**config.mk**
```make
export PLATFORM = sky130hd
export DESIGN_NAME = bmrfs_fifo
export DESIGN_NICKNAME = d
export VERILOG_FILES = /design/src/hdl/bmrfs_pkg.sv /design/src/hdl/bmrfs_fifo.sv
export SDC_FILE = /design/constraint.sdc
export NUM_CORES = 1
export LEC_CHECK = 0
export BUFFER_PORTS_ARGS = -buffer_cell sky130_fd_sc_hd__buf_2
export CORE_AREA = 2 2 161 84
export DETAILED_ROUTE_END_ITERATION = 7
export DIE_AREA = 0 0 163 86
export GPL_TIMING_DRIVEN = 0
export PLACE_DENSITY = 0.79
export REMOVE_ABC_BUFFERS = 1
export SLEW_MARGIN = 25
export SYNTH_ARGS = -nofsm -noshare
export SYNTH_HDL_FRONTEND = slang
export SYNTH_SLANG_ARGS = --single-unit
```
**constraint.sdc**
```tcl
create_clock -name clock -period 4.7 [get_ports clock]
set_input_delay 0.94 -clock clock [delete_from_list [all_inputs] [get_ports clock]]
set_output_delay 0.94 -clock clock [all_outputs]
set_load 0.01 [all_outputs]
```
**src/hdl/bmrfs_pkg.sv**
```systemverilog
// Shared types and constants for the two-level bitmap range find-first-set block.
`default_nettype none

package bmrfs_pkg;

   // Field widths fixed by the request and response formats.
   localparam int VALUE_W  = 16;
   localparam int OPCODE_W = 2;

   // Word index and group index widths; words hold at least eight values.
   localparam int IDX_W = VALUE_W - 3;
   // Bit position inside a word, and word position inside a group (both below 64).
   localparam int BIT_W = 6;
   localparam int OFF_W = 6;

   // Request opcodes.
   localparam logic [OPCODE_W-1:0] OP_INSERT = 2'd0;
   localparam logic [OPCODE_W-1:0] OP_QUERY  = 2'd1;
   localparam logic [OPCODE_W-1:0] OP_CLEAR  = 2'd2;

   // Command kinds handed from the front end to the walker.
   localparam int KIND_W = 2;
   localparam logic [KIND_W-1:0] KIND_INSERT = 2'd0;
   localparam logic [KIND_W-1:0] KIND_QUERY  = 2'd1;
   localparam logic [KIND_W-1:0] KIND_MISS   = 2'd2;
   localparam logic [KIND_W-1:0] KIND_CLEAR  = 2'd3;

   // Command queue depth.
   localparam int QPTR_W      = 1;
   localparam int QUEUE_DEPTH = 1 << QPTR_W;

   // One decoded command: word and bit positions of both bounds, plus group data.
   typedef struct packed {
      logic [KIND_W-1:0]  kind;
      logic [IDX_W-1:0]   lw;
      logic [IDX_W-1:0]   rw;
      logic [BIT_W-1:0]   lo_bit;
      logic [BIT_W-1:0]   hi_bit;
      logic [IDX_W-1:0]   grp;
      logic [OFF_W-1:0]   off;
      logic [VALUE_W-1:0] base;
   } cmd_type;

endpackage

`default_nettype wire

```
**src/hdl/bmrfs_fifo.sv**
```systemverilog
// Short command queue between the front end and the walker.
`default_nettype none

module bmrfs_fifo (
   input  wire logic               clock,
   input  wire logic               reset,
   input  wire logic               in_valid,
   output      logic               in_ready,
   input  wire bmrfs_pkg::cmd_type in_data,
   output      logic               out_valid,
   input  wire logic               out_ready,
   output      bmrfs_pkg::cmd_type out_data
);

   bmrfs_pkg::cmd_type              entry_ff [bmrfs_pkg::QUEUE_DEPTH];
   logic [bmrfs_pkg::QPTR_W-1:0]    wr_ptr_ff, wr_ptr_in;
   logic [bmrfs_pkg::QPTR_W-1:0]    rd_ptr_ff, rd_ptr_in;
   logic [bmrfs_pkg::QPTR_W:0]      count_ff, count_in;
   logic                            push;
   logic                            pop;

   assign in_ready  = count_ff < (bmrfs_pkg::QPTR_W + 1)'(bmrfs_pkg::QUEUE_DEPTH);
   assign out_valid = count_ff != '0;
   assign out_data  = entry_ff[rd_ptr_ff];
   assign push      = in_valid && in_ready;
   assign pop       = out_valid && out_ready;

   // Pointers wrap naturally since the depth is a power of two.
   always_comb begin
      wr_ptr_in = push ? wr_ptr_ff + 1'b1 : wr_ptr_ff;
      rd_ptr_in = pop ? rd_ptr_ff + 1'b1 : rd_ptr_ff;
      count_in  = count_ff + (bmrfs_pkg::QPTR_W + 1)'(push) - (bmrfs_pkg::QPTR_W + 1)'(pop);
   end

   always_ff @(posedge clock) begin
      if (reset) begin
         wr_ptr_ff <= '0;
         rd_ptr_ff <= '0;
         count_ff  <= '0;
      end else begin
         wr_ptr_ff <= wr_ptr_in;
         rd_ptr_ff <= rd_ptr_in;
         count_ff  <= count_in;
      end
   end

   // Entry storage.
   always_ff @(posedge clock) begin
      if (push) begin
         entry_ff[wr_ptr_ff] <= in_data;
      end
   end

endmodule

`default_nettype wire

```
== After elaboration in Yosys (flattened, before gate mapping) ==
Memories as Yosys holds them, arrays and structs flattened. A register that Yosys moved wholly into a read port is not among the register bits.
Cells that the tools add are included.
Cells by class
  add/sub/neg operators: 4
  $mul: 0
  divide/modulo/power cells: 0
  $lt $le $gt $ge: 1
  equality and inequality tests: 0
  shifts and indexed selects: 0
  mux-type cells: 4
  bitwise logic cells: 0
  reductions and logical operators: 3
Operators by type and width (count)
  1-bit two-way mux: 4
  1-bit adder, second input constant: 2
  2-bit by 1-bit adder with 2-bit output: 1
  1-bit logical AND: 2
  2-bit < comparator, second input constant: 1
  2-bit nonzero test: 1
  2-bit by 1-bit subtractor with 2-bit output: 1
Word-level totals
  flip-flop bits (word level): 4
  bits in latches: 0
  RAM bits: 150
  memory bits (read-only): 0
  input bits: 79
  output and inout bits: 77
  word-level logic and storage cells: 16
  memories: 1
Memory list
  entry_ff: words 2, bits a word 75, read ports 1, clocked after Yosys merged registers in 1, write ports 1, line bmrfs_fifo.sv:15  | bmrfs_pkg::cmd_type entry_ff [bmrfs_pkg::QUEUE_DEPTH];

== Logic depth before layout (Yosys ltp) ==
  depth after elaboration: 4
  depth in mapped cells: 6
  mapped depth without buffers: 6

== Worst setup path before layout ==
OpenSTA, ideal clock, no wires.
  path kind: input-to-reg
  start: in in_valid
  end: mem entry_ff[0][0] (netlist name), enable pin
  library setup time: 518 ps
  data arrival time: 4451 ps
  data required time: 4182 ps
  setup slack: -268 ps
  stages on the path: 2
  buffers on the path: 0
  path through: and2b_1 -> nor2b_1
On the way
  longest elaborated chain between the ends: 3
RTL lines
  start, declared: line bmrfs_fifo.sv:7  | input wire logic in_valid,
  1-bit logical AND: line bmrfs_fifo.sv:25  | assign push = in_valid && in_ready;
  1-bit two-way mux: line bmrfs_fifo.sv:49  | if (push) begin
  1-bit two-way mux (implied by the code): line bmrfs_fifo.sv:50  | entry_ff[wr_ptr_ff] <= in_data;
  end, declared: line bmrfs_fifo.sv:15
Every way passes these cells.

==> run summary <==
HPWL after DPL -> 7420 µm
Met2 wire length -> 6190 µm
Avg Cell Area, Syn -> 22.5 µm²
Post_cts resized -> 0
Worst-skew pair later-pin latency -> 0.40 ns
IO Port Bufs -> 155
Yosys reg bits -> 155
Top cells by area, synth -> edfxtp_1 77%, mux2_4 13%, mux2_2 4.8%
Synth cell types -> 21
Hold Path Class -> register to register
Max cap viols -> 0
CP arrival -> 1.98 ns
WP data required -> 3.76 ns
Most common cell in the netlist -> edfxtp_1
Cell taking the most area after synthesis -> edfxtp_1
DRT met1 WL -> 4050 µm
Achievable frequency -> 343 MHz
Die area -> 14000 µm²
Fin nets -> 513
CP delay by family, top -> buffers and inverters
Syn Inst Count -> 260
Sequence of cells on the critical path -> buf_16, buf_12, mux2_2, buf_2
Element type at the critical path end -> primary output
Clock Tree Buf Depth -> 2
Status -> finished clean
Avg WL per Cell -> 17.5 µm
Main synth FF type -> edfxtp_1
Synthesis Warnings -> 0
Vias per cell -> 4.77
CTS tree -> yes
Iter 0 DRT Violations -> 188
GRT overflow -> 0
TNS Setup -> 0 ns
Bufs and invs on worst path -> 3
Reg2reg setup slack -> 2.67 ns
Drt drc -> 0
Root Driver -> clkbuf_16
Top routing layer used -> met4
Max-slew headroom -> 51.6%
1st-pass router iterations -> 4
Critical path class -> register to primary output
Initial Utilization -> 46.7%
Total track usage -> 15.7%
Via count -> 2938
Asr flop ratio synth -> 0%
Register clock-pin slew on the reported worst setup and hold paths -> 0.06 ns
Number of synthesized flops with an enable pin -> 150
Share of layout cells above drive strength 1 -> 60.3%
Gpl congestion -> 0.708
Cell Rows -> 29
CP max-delay cell -> dfxtp_4
Tcrit/Tclk final -> 62.1%
Min Tclk post-route -> 2.92 ns
CTS buffer count -> 17
P&R area growth vs syn -> 29.1%
Max rail drop VDD -> 0.296 mV
Final hold viol count -> 0
Pwr/cell area -> 518 nW/µm²
CTS HTree Levels -> 4
Slew Viols, Final -> 0
Max Fanout on Critical Path -> 36
Routed Antenna Nets -> 0
Die Y -> 86 µm
Register area share after synthesis -> 78.7%
Syn Std Cell Area -> 5850 µm²
Clock skew -> 0.00662 ns
# IOs -> 156
Finish-stage setup viols -> 0
Global-route wire length before repair -> 16100 µm
Min Hold Slack -> 0.521 ns
Largest net degree at the start of global routing -> 47
Sequential Area -> 4610 µm²
Synth top cells by count -> 150 x edfxtp_1, 50 x mux2_4, 25 x mux2_2
Worst path max stage delay -> 0.49 ns
Startpoint class of the critical path -> register
N_diodes -> 0
Worst slew pin tran -> 0.725 ns
Initial antenna violation count -> 0
Sink Count -> 155
Post-synth top area share -> 77.0%
Wirelength, routed -> 10800 µm
Unrepaired setup endpoints after global routing -> false
Static Leak -> 2.93 nW
Core box area -> 12500 µm²
Vias in the first global route -> 3156
Post-CTS Setup Repair Bufs -> 0
Post-cts hold buffer count -> 0
FILL cells -> 928
Multi-input logic area -> 1180 µm²
Metal3 WL -> 342 µm
Die X -> 163 µm
[tightest hold or removal path, cell delays in order, from the launching register on]
cell and delay (ns):
dfxtp_1 0.32, xor2_1 0.08, nor2_1 0.08
[per-stage QoR]
step	worst slack (ns)	std cells	area, µm²	total power [mW]	util (%)
after global placement	-2.35	577	6760	2.57	54.0
after floorplan	-0.268	252	5770	2.28	-
after global routing	1.69	616	7560	4.07	60.4
after detailed placement	2.00	584	6950	2.57	55.6
final	1.78	616	7560	3.91	60.4
after CTS	1.74	616	7560	3.96	60.4
[flip-flops by register name, summed over array words and instances (netlist names), named ones only]
signal,cells
entry_ff,150
count_ff,2
rd_ptr_ff,1
wr_ptr_ff,1
[worst paths after layout]
kind                                   from              end  cells after the start
worst max-delay path               register     out_data[63]                      4
worst min-delay path              rd_ptr_ff        rd_ptr_ff                      2
worst max register to register  count_ff[1]  entry_ff[0][30]                      4
worst min register to register    rd_ptr_ff        rd_ptr_ff                      2
[power by group]
part / switching, mW / internal, mW / total, mW
Clock: 0.507 / 0.876 / 1.38
Combinational: 0.372 / 0.413 / 0.785
Sequential: 0.0527 / 1.69 / 1.74
Total: 0.932 / 2.98 / 3.91
[layout by cell type (no fill, tap or decap), types with 4 or more instances in the layout]
cell type,netlist,routed
buf_16,0,5
buf_2,2,155
clkbuf_1,0,4
clkbuf_16,0,17
dfxtp_1,5,4
edfxtp_1,150,150
mux2_2,25,25
mux2_4,50,50
nor2_1,4,4
[final cells by class]
class / count / area share (%)
clock inverter: 8 / 1.59
multi-input combinational: 96 / 15.6
inverter: 1 / 0.0497
clock buffer: 24 / 6.38
tap: 170 / 2.82
timing repair buffer: 162 / 12.6
sequential: 155 / 61.0
[routing by layer]
layer  vias to the layer above  GRT usage (%)
li1                       1377              -
met1                      1481           16.5
met2                        63           30.0
met3                        17           3.68
met4                         0           7.16
met5                         -              0
[kinds of logic after synthesis]
| family | after synthesis | share of synthesized area (%) |
|---|---|---|
| flops | 155 | 78.7 |
| mux | 75 | 17.6 |
| simple gates | 14 | 1.39 |
| buf+inv | 9 | 1.39 |
| compound gates | 4 | 0.385 |
| xor+xnor | 2 | 0.299 |
| fa+ha+maj | 1 | 0.214 |
Note: power is estimated with default switching activity, not from simulation.
