==> src/hdl/bmrfs_pkg.sv <==
// Shared types and constants for the two-level bitmap range find-first-set block.
`default_nettype none

package bmrfs_pkg;

   // Field widths fixed by the request and response formats.
   localparam int VALUE_W  = 16;
   localparam int OPCODE_W = 2;

   // Word index and group index widths; words hold at least eight values.
   localparam int IDX_W = VALUE_W - 3;
   // Bit position inside a word, and word position inside a group (both below 64).
   localparam int BIT_W = 6;
   localparam int OFF_W = 6;

   // Request opcodes.
   localparam logic [OPCODE_W-1:0] OP_INSERT = 2'd0;
   localparam logic [OPCODE_W-1:0] OP_QUERY  = 2'd1;
   localparam logic [OPCODE_W-1:0] OP_CLEAR  = 2'd2;

   // Command kinds handed from the front end to the walker.
   localparam int KIND_W = 2;
   localparam logic [KIND_W-1:0] KIND_INSERT = 2'd0;
   localparam logic [KIND_W-1:0] KIND_QUERY  = 2'd1;
   localparam logic [KIND_W-1:0] KIND_MISS   = 2'd2;
   localparam logic [KIND_W-1:0] KIND_CLEAR  = 2'd3;

   // Command queue depth.
   localparam int QPTR_W      = 1;
   localparam int QUEUE_DEPTH = 1 << QPTR_W;

   // One decoded command: word and bit positions of both bounds, plus group data.
   typedef struct packed {
      logic [KIND_W-1:0]  kind;
      logic [IDX_W-1:0]   lw;
      logic [IDX_W-1:0]   rw;
      logic [BIT_W-1:0]   lo_bit;
      logic [BIT_W-1:0]   hi_bit;
      logic [IDX_W-1:0]   grp;
      logic [OFF_W-1:0]   off;
      logic [VALUE_W-1:0] base;
   } cmd_type;

endpackage

`default_nettype wire

==> src/hdl/bmrfs_front.sv <==
// Front end: accepts request beats, clamps bounds and splits values into word and bit positions.
`default_nettype none

module bmrfs_front #(
   parameter int VALUE_COUNT     = 65536,
   parameter int WORD_WIDTH      = 64,
   parameter int WORDS_PER_GROUP = 4
) (
   input  wire logic                                clock,
   input  wire logic                                reset,
   input  wire logic                                accept_en,
   input  wire logic                                req_valid,
   output      logic                                req_ready,
   input  wire logic [bmrfs_pkg::OPCODE_W-1:0]      req_opcode,
   input  wire logic [bmrfs_pkg::VALUE_W-1:0]       req_low_value,
   input  wire logic [bmrfs_pkg::VALUE_W-1:0]       req_high_value,
   output      logic                                cmd_valid,
   input  wire logic                                cmd_ready,
   output      bmrfs_pkg::cmd_type                  cmd
);

   localparam int LAST_VALUE = VALUE_COUNT - 1;

   // Reciprocal constants; the shift is wide enough that the quotient is exact.
   localparam int WSH = bmrfs_pkg::VALUE_W + 2 * ($clog2(WORD_WIDTH) + 1);
   localparam longint unsigned WMUL =
      ((64'd1 << WSH) + 64'(WORD_WIDTH) - 64'd1) / 64'(WORD_WIDTH);
   localparam int WPROD_W = bmrfs_pkg::VALUE_W + WSH + 1;

   localparam int GSH = bmrfs_pkg::IDX_W + 2 * ($clog2(WORDS_PER_GROUP) + 1);
   localparam longint unsigned GMUL =
      ((64'd1 << GSH) + 64'(WORDS_PER_GROUP) - 64'd1) / 64'(WORDS_PER_GROUP);
   localparam int GPROD_W = bmrfs_pkg::IDX_W + GSH + 1;

   logic                               adv;
   logic [bmrfs_pkg::VALUE_W-1:0]      lo_clamp;
   logic [bmrfs_pkg::VALUE_W-1:0]      hi_clamp;

   logic                               s1_valid_in, s1_valid_ff;
   logic [bmrfs_pkg::KIND_W-1:0]       s1_kind_in, s1_kind_ff;
   logic [bmrfs_pkg::VALUE_W-1:0]      s1_x_in, s1_x_ff;
   logic [bmrfs_pkg::VALUE_W-1:0]      s1_hi_ff;

   logic [WPROD_W-1:0]                 prod_lo;
   logic [WPROD_W-1:0]                 prod_hi;
   logic                               s2_valid_ff;
   logic [bmrfs_pkg::KIND_W-1:0]       s2_kind_ff;
   logic [bmrfs_pkg::VALUE_W-1:0]      s2_x_ff;
   logic [bmrfs_pkg::VALUE_W-1:0]      s2_hi_ff;
   logic [bmrfs_pkg::IDX_W-1:0]        s2_q_lo_in, s2_q_lo_ff;
   logic [bmrfs_pkg::IDX_W-1:0]        s2_q_hi_in, s2_q_hi_ff;

   logic [bmrfs_pkg::VALUE_W-1:0]      lo_base;
   logic [bmrfs_pkg::VALUE_W-1:0]      hi_base;
   logic [GPROD_W-1:0]                 prod_g;
   logic                               s3_valid_ff;
   logic [bmrfs_pkg::KIND_W-1:0]       s3_kind_ff;
   logic [bmrfs_pkg::IDX_W-1:0]        s3_lw_ff;
   logic [bmrfs_pkg::IDX_W-1:0]        s3_rw_ff;
   logic [bmrfs_pkg::BIT_W-1:0]        s3_lo_bit_in, s3_lo_bit_ff;
   logic [bmrfs_pkg::BIT_W-1:0]        s3_hi_bit_in, s3_hi_bit_ff;
   logic [bmrfs_pkg::VALUE_W-1:0]      s3_base_ff;
   logic [bmrfs_pkg::IDX_W-1:0]        s3_grp_in, s3_grp_ff;

   // The whole pipeline advances unless the last stage holds a command the queue refuses.
   assign adv       = !s3_valid_ff || cmd_ready;
   assign req_ready = adv && accept_en;

   // Stage one: clamp the bounds and classify the beat.
   always_comb begin
      lo_clamp    = (req_low_value == '0) ? bmrfs_pkg::VALUE_W'(1) : req_low_value;
      hi_clamp    = (32'(req_high_value) > LAST_VALUE) ?
                    bmrfs_pkg::VALUE_W'(LAST_VALUE) : req_high_value;
      s1_valid_in = 1'b0;
      s1_kind_in  = bmrfs_pkg::KIND_INSERT;
      s1_x_in     = req_low_value;
      case (req_opcode)
         bmrfs_pkg::OP_INSERT: begin
            s1_valid_in = 32'(req_low_value) < VALUE_COUNT;
         end
         bmrfs_pkg::OP_QUERY: begin
            s1_valid_in = 1'b1;
            s1_x_in     = lo_clamp;
            s1_kind_in  = (lo_clamp > hi_clamp) ? bmrfs_pkg::KIND_MISS : bmrfs_pkg::KIND_QUERY;
         end
         bmrfs_pkg::OP_CLEAR: begin
            s1_valid_in = 1'b1;
            s1_kind_in  = bmrfs_pkg::KIND_CLEAR;
         end
         default: begin
            s1_valid_in = 1'b0;
         end
      endcase
      s1_valid_in = s1_valid_in && req_valid && req_ready;
   end

   // Stage two: word index of both bounds through a reciprocal multiply.
   always_comb begin
      prod_lo    = WPROD_W'(s1_x_ff) * WPROD_W'(WMUL);
      prod_hi    = WPROD_W'(s1_hi_ff) * WPROD_W'(WMUL);
      s2_q_lo_in = bmrfs_pkg::IDX_W'(prod_lo >> WSH);
      s2_q_hi_in = bmrfs_pkg::IDX_W'(prod_hi >> WSH);
   end

   // Stage three: bit positions, word base value and group index.
   always_comb begin
      lo_base      = bmrfs_pkg::VALUE_W'(32'(s2_q_lo_ff) * 32'(WORD_WIDTH));
      hi_base      = bmrfs_pkg::VALUE_W'(32'(s2_q_hi_ff) * 32'(WORD_WIDTH));
      s3_lo_bit_in = bmrfs_pkg::BIT_W'(s2_x_ff - lo_base);
      s3_hi_bit_in = bmrfs_pkg::BIT_W'(s2_hi_ff - hi_base);
      prod_g       = GPROD_W'(s2_q_lo_ff) * GPROD_W'(GMUL);
      s3_grp_in    = bmrfs_pkg::IDX_W'(prod_g >> GSH);
   end

   // Command to the queue; the word's place within its group is the last remainder.
   always_comb begin
      cmd.kind   = s3_kind_ff;
      cmd.lw     = s3_lw_ff;
      cmd.rw     = s3_rw_ff;
      cmd.lo_bit = s3_lo_bit_ff;
      cmd.hi_bit = s3_hi_bit_ff;
      cmd.grp    = s3_grp_ff;
      cmd.base   = s3_base_ff;
      cmd.off    = bmrfs_pkg::OFF_W'(s3_lw_ff - bmrfs_pkg::IDX_W'(
                      32'(s3_grp_ff) * 32'(WORDS_PER_GROUP)));
   end

   assign cmd_valid = s3_valid_ff;

   // Stage valid flags.
   always_ff @(posedge clock) begin
      if (reset) begin
         s1_valid_ff <= 1'b0;
         s2_valid_ff <= 1'b0;
         s3_valid_ff <= 1'b0;
      end else if (adv) begin
         s1_valid_ff <= s1_valid_in;
         s2_valid_ff <= s1_valid_ff;
         s3_valid_ff <= s2_valid_ff;
      end
   end

   // Stage payloads.
   always_ff @(posedge clock) begin
      if (adv) begin
         s1_kind_ff   <= s1_kind_in;
         s1_x_ff      <= s1_x_in;
         s1_hi_ff     <= hi_clamp;
         s2_kind_ff   <= s1_kind_ff;
         s2_x_ff      <= s1_x_ff;
         s2_hi_ff     <= s1_hi_ff;
         s2_q_lo_ff   <= s2_q_lo_in;
         s2_q_hi_ff   <= s2_q_hi_in;
         s3_kind_ff   <= s2_kind_ff;
         s3_lw_ff     <= s2_q_lo_ff;
         s3_rw_ff     <= s2_q_hi_ff;
         s3_lo_bit_ff <= s3_lo_bit_in;
         s3_hi_bit_ff <= s3_hi_bit_in;
         s3_base_ff   <= lo_base;
         s3_grp_ff    <= s3_grp_in;
      end
   end

endmodule

`default_nettype wire

==> config.mk <==
export PLATFORM = sky130hd
export DESIGN_NAME = bmrfs_front
export DESIGN_NICKNAME = d
export VERILOG_FILES = /design/src/hdl/bmrfs_pkg.sv /design/src/hdl/bmrfs_front.sv
export SDC_FILE = /design/constraint.sdc
export NUM_CORES = 1
export LEC_CHECK = 0
export ABC_AREA = 1
export BUFFER_PORTS_ARGS = -buffer_cell sky130_fd_sc_hd__buf_2
export CORE_MARGIN = 8
export CORE_UTILIZATION = 32
export CTS_CLUSTER_DIAMETER = 120
export DETAILED_ROUTE_END_ITERATION = 12
export PLACE_DENSITY = 0.57
export SLEW_MARGIN = 0
export SYNTH_ARGS = -nofsm -noshare
export SYNTH_HDL_FRONTEND = slang
export SYNTH_SLANG_ARGS = --single-unit
==> constraint.sdc <==
create_clock -name clock -period 6.6 [get_ports clock]
set_input_delay 0.66 -clock clock [delete_from_list [all_inputs] [get_ports clock]]
set_output_delay 0.66 -clock clock [all_outputs]
set_load 0.01 [all_outputs]
# After elaboration in Yosys (flattened, before gate mapping)
# Index checks and enable logic that the tools add are counted.
# Widths: inputs -> output; s select.
[totals] input_bits=39 out_inout_bits=77 wordCells=36 reg_bits=113
[op_classes] order_cmp=1 muxes=5 n_reduce_logical=8 n_addsub=3 n_eq_ne=2
[ops] op="$mux 16" n=2
[ops] op="$gt 16x16->1" n=1
[ops] op="$logic_not 16->1" n=1
[ops] op="$sub 6x1->6 const B" n=2
[ops] op="$sub 6x6->6" n=1
[ops] op="$pmux 2 s2" n=1
[ops] op="$logic_and 1x1->1" n=3
[ops] op="$reduce_or 3->1" n=1
[ops] op="$eq 2x1->1 const B" n=1
[ops] op="$eq 2x2->1 const B" n=1
[ops] op="$logic_not 2->1" n=1
[ops] op="$mux 2" n=1
[ops] op="$logic_not 1->1" n=1
[ops] op="$logic_or 1x1->1" n=1
[ops] op="$mux 1" n=1

# Depth between registers and ports, before layout
[depth] ltp_word=5 mapped_depth=16 ltp_nobuf=16

# Worst setup path before layout
# Ideal clock, no wire load.
[synth_path] path_type="input to register" startpoint="input cmd_ready" endpoint="register s1_hi_ff[0] (netlist name) (enable)" n_path_buf=0 setup_time_ns=0.456 cell_stages=2 required_time_ns=6.144 arrival_time_ns=2.731 slack_ns=3.413 path_cell_list="nor2_1 > inv_1"
[synth_between] elab_chain_len=1
[synth_rtl] item="start: declaration" line="bmrfs_front.sv:18" rtl="input wire logic cmd_ready,"
[synth_rtl] item="$logic_or 1x1->1" line="bmrfs_front.sv:66" rtl="assign adv = !s3_valid_ff || cmd_ready;"
[synth_rtl] item="end signal: assignment" line="bmrfs_front.sv:148" rtl="s1_hi_ff <= hi_clamp;"
[synth_rtl] item="end: declaration" line="bmrfs_front.sv:42" rtl="logic [bmrfs_pkg::VALUE_W-1:0] s1_hi_ff;"
# No other way between the ends.
# A chain may end at the register's enable or synchronous reset.

# Worst setup path in the final report
[layout_path] startpoint="input req_low_value[6] (netlist name)" endpoint="register s1_kind_ff[0] (netlist name) (data pin)"
[layout_between] elab_chain_len=5
[layout_rtl] item="start: declaration" line="bmrfs_front.sv:15" rtl="input wire logic [bmrfs_pkg::VALUE_W-1:0] req_low_value,"
[layout_rtl] item="$logic_not 16->1" line="bmrfs_front.sv:71" rtl="lo_clamp = (req_low_value == '0) ? bmrfs_pkg::VALUE_W'(1) : req_low_value;"
[layout_rtl] item="$mux 16 (*)" line="bmrfs_front.sv:71"
[layout_rtl] item="$gt 16x16->1 (*)" line="bmrfs_front.sv:84" rtl="s1_kind_in = (lo_clamp > hi_clamp) ? bmrfs_pkg::KIND_MISS : bmrfs_pkg::KIND_QUERY;"
[layout_rtl] item="$mux 2 (*)" line="bmrfs_front.sv:84"
[layout_rtl] item="$pmux 2 s2 (*)" line="bmrfs_front.sv:77" rtl="case (req_opcode)"
[layout_rtl] item="named net s1_kind_in, one bit" line="bmrfs_front.sv:40" rtl="logic [bmrfs_pkg::KIND_W-1:0] s1_kind_in, s1_kind_ff;"
[layout_rtl] item="end signal: assignment" line="bmrfs_front.sv:146" rtl="s1_kind_ff <= s1_kind_in;"
[layout_rtl] item="end: declaration" line="bmrfs_front.sv:40"
# Mark *: on every way through the listed nets, which the timed path passes. The rest lies on a longest branch.

==> impl_metrics.ini <==
[sta]
final_max_slew_viol_count = 0
slew_headroom_pct = 38.8
min_period_ps = 2240
hold_violations = 0
setup_slack_ps = 4360
finalCritPeriodShare_pct = 34.0
fin_setup_tns_ps = 0
rsz0062_at_grt = no
setup_violations = 0
tightestPinTransition_ps = 918
clock_skew_ps = 5.36
clock.fmax_mhz = 446

[cts]
insertion_delay_ps = 330
clockRootBuffer = clkbuf_16
cts_buffers = 9
cts_max_level = 3
postCtsHoldBufs = 0
clkTransAtPathRegs_ps = 70
ctsResizeCount = 0
clockBufferDepth = 2
cts_tree = yes
postCtsSetupRepairBufs = 0
clkSinkCount = 105

[floorplan]
ios = 116
die_y_um = 130
dieArea_mm2 = 0.0169
num_rows = 41
start_util_pct = 32.8
die_w_um = 130
core_area_mm2 = 0.0127

[critical_path]
crit_chain = buf_2 > nor4_1 > and2_1 > a21oi_1 > ha_1 > inv_1 > nand2_1 > nand2_1 > nand2_1 > nand2_1 > nand2_1 > nand2_1 > nand2_1 > nand2_1 > nand2_1 > nand2_1 > a21oi_2
cp-end-kind = flop
criticalPathCategory = input pin to flop
r2r_cells = 4
required_ps = 6700
slowest_stage = nor4_1
crit_family = simple AND/OR/NAND/NOR gates
crit_fanout = 3
startpoint_type = input pin
crit_cells = 17
cpPeakStageDelay_ps = 440
arrival_ps = 2340
path_buf_inv = 2
cpMostUsedCell = nand2_1

[outcome]
outcome = completed

[run]
cap_viol_max_count = 0

[global_route]
grt.total_usage_pct = 8.28
grt_pass1_vias = 2104
antenna_found_initial = 0
grt_overflow = 0
grt_pass1_wl_mm = 10.3
grt_max_degree = 76

[power]
p_comb_share_pct = 6.9
p_leak_nw = 2.06
ir_worst_vdd_uv = 117
power_switching_mw = 0.291
p_per_area_mw_per_mm2 = 292
p_int_mw = 1.11
pwr-share-seq_pct = 56.5
clkPwrFrac_pct = 36.6
switching_share_pct = 20.8

[synthesis]
synth_cells = 277
yosys.area.top_type = edfxtp_1
synth-seq-area-share_pct = 75.2
synth.avg_cell_area_um2 = 15.0
ys_types = 22
syn_area_mm2 = 0.00415
synth_top_area_share_pct = 73.7
synth_seq_cells = 105
yosysWarnings = 0
ys_top_cells_by_area = edfxtp_1 (74%), buf_4 (7.4%), ha_1 (5.7%), clkbuf_1 (2.7%), inv_1 (2.3%)

[place]
gp_congestion = 0.678
port_buffers = 94
dpl_worst_slack_ps = 3960
dp_hpwl_mm = 5.27

[drt]
first_pass_iters = 4
vias = 1991
drcViolationCount = 0
drt_iter0_drc = 173
vias_per_cell = 3.91
post_drt_wl_per_cell_um = 13.7
drt-total-wl_mm = 6.99
postRouteAntennaNets = 0

[min_path]
min_delay_path_depth = 0
hold_class = flop to flop

[cells_and_area]
final_nets = 390
fillCellCount = 1198
post-route-util_pct = 37.8
drive_gt1_share_pct = 33.5
synthToLayoutAreaGrowth_pct = 15.4
n_antenna_cell = 0
cell families after synthesis:
family          count (synthesis)  synth area share (%)
compound gates                 15                  2.11
fa+ha+maj                      19                  5.72
buf+inv                        97                  12.5
other cells                     1                0.0903
simple gates                   40                  4.43
flops                         105                  75.2
cell usage after synthesis, drive strengths merged:
cell    count
inv        26
nand3b      1
nand4       1
a211oi      1
conb        1
clkbuf     30
a31o        1
a21o        1
dfxtp       3
nor4        4
o21ai       1
buf        41
and2        2
ha         19
nor3        1
edfxtp    102
a21oi      11
nor2        8
nand3       3
nand2      20
per-stage QoR:
stage,cell area [µm²],std cells,hold WS (ps),power [mW]
floorplan,4230,297,400,0.875
global placement,4500,493,401,0.899
detailed placement,4500,493,405,0.903
CTS,4790,509,414,1.42
global route,4790,509,419,1.45
finish,4790,509,412,1.40
power groups by stage:
stage	Clock, mW	Combinational, mW	Sequential (mW)
2_1_floorplan	0	0.0638	0.812
3_3_place_gp	0	0.0973	0.802
3_5_place_dp	0	0.0984	0.805
4_1_cts	0.529	0.0987	0.790
5_1_grt	0.550	0.108	0.793
6_report	0.512	0.0959	0.789
final timing paths:
kind                                             start                      end  slack [ps]
worst max-delay path                  req_low_value[6]  s1_kind_ff[0]$_DFFE_PN_        4360
worst min-delay path            s1_hi_ff[10]$_DFFE_PN_  s2_q_hi_ff[4]$_DFFE_PN_         410
worst max register to register  cmd_valid$_SDFFE_PP0N_    s1_hi_ff[7]$_DFFE_PN_        4630
worst min register to register  s1_hi_ff[10]$_DFFE_PN_  s2_q_hi_ff[4]$_DFFE_PN_         410
state kept, by name, summed over array words and instances (netlist names):
register	flops
s1_hi_ff	16
s1_x_ff	16
s2_x_ff	6
s2_valid_ff	1
s3_rw_ff	10
s3_hi_bit_ff	6
s1_kind_ff	2
s2_kind_ff	2
s2_hi_ff	6
s2_q_lo_ff	10
s3_lo_bit_ff	6
s2_q_hi_ff	10
s3_kind_ff	2
s1_valid_ff	1
cmd_valid	1
s3_base_ff	10
layer usage:
metal	vias up	global-route usage (%)	routed length (µm)	part of all wire (%)
met5	-	0	0	0
met4	0	4.51	127	1.8
met3	8	2.94	586	8.4
met2	72	13.8	3400	49
met1	926	9.13	2880	41
li1	985	-	-	-
cell type report:
type	instances	area (µm²)	share of cell area (%)
timing repair buffer	95	478	9.97
tap	172	215	4.49
inverter	26	100	2.09
clock buffer	10	229	4.78
clock inverter	6	58.8	1.23
multi-input combinational	95	588	12.3
sequential	105	3120	65.2
worst reg2reg max path: cells and delay by family (launching register included):
family | cells | cell delay, ps
DFF | 1 | 310
buffers and inverters | 3 | 1160
and+or+nand+nor | 1 | 90
cell usage in the layout, fill, tap and decap left out:
cell type   Yosys  final
nand2_1        19     19
o21ai_0         1      1
clkinv_4        0      1
a21oi_2         1      1
a31o_2          1      1
nor3_2          1      1
edfxtp_1      102    102
nor4_1          4      4
clkbuf_16       0      9
nand4_1         1      1
ha_1           19     19
dfxtp_1         3      3
clkbuf_1       30      1
buf_4          41      1
nand2_2         1      1
a21o_1          1      1
clkinvlp_4      0      1
and2_1          2      2
nand3_1         3      3
clkinv_1        0      2
nand3b_1        1      1
inv_4           0      1
inv_1          26     25
a211oi_1        1      1
nor2_1          8      8
conb_1          1     21
bufinv_16       0      1
a21oi_1        10     10
buf_2           0     94
clkinv_2        0      1
(Power assumes the default switching activity.)
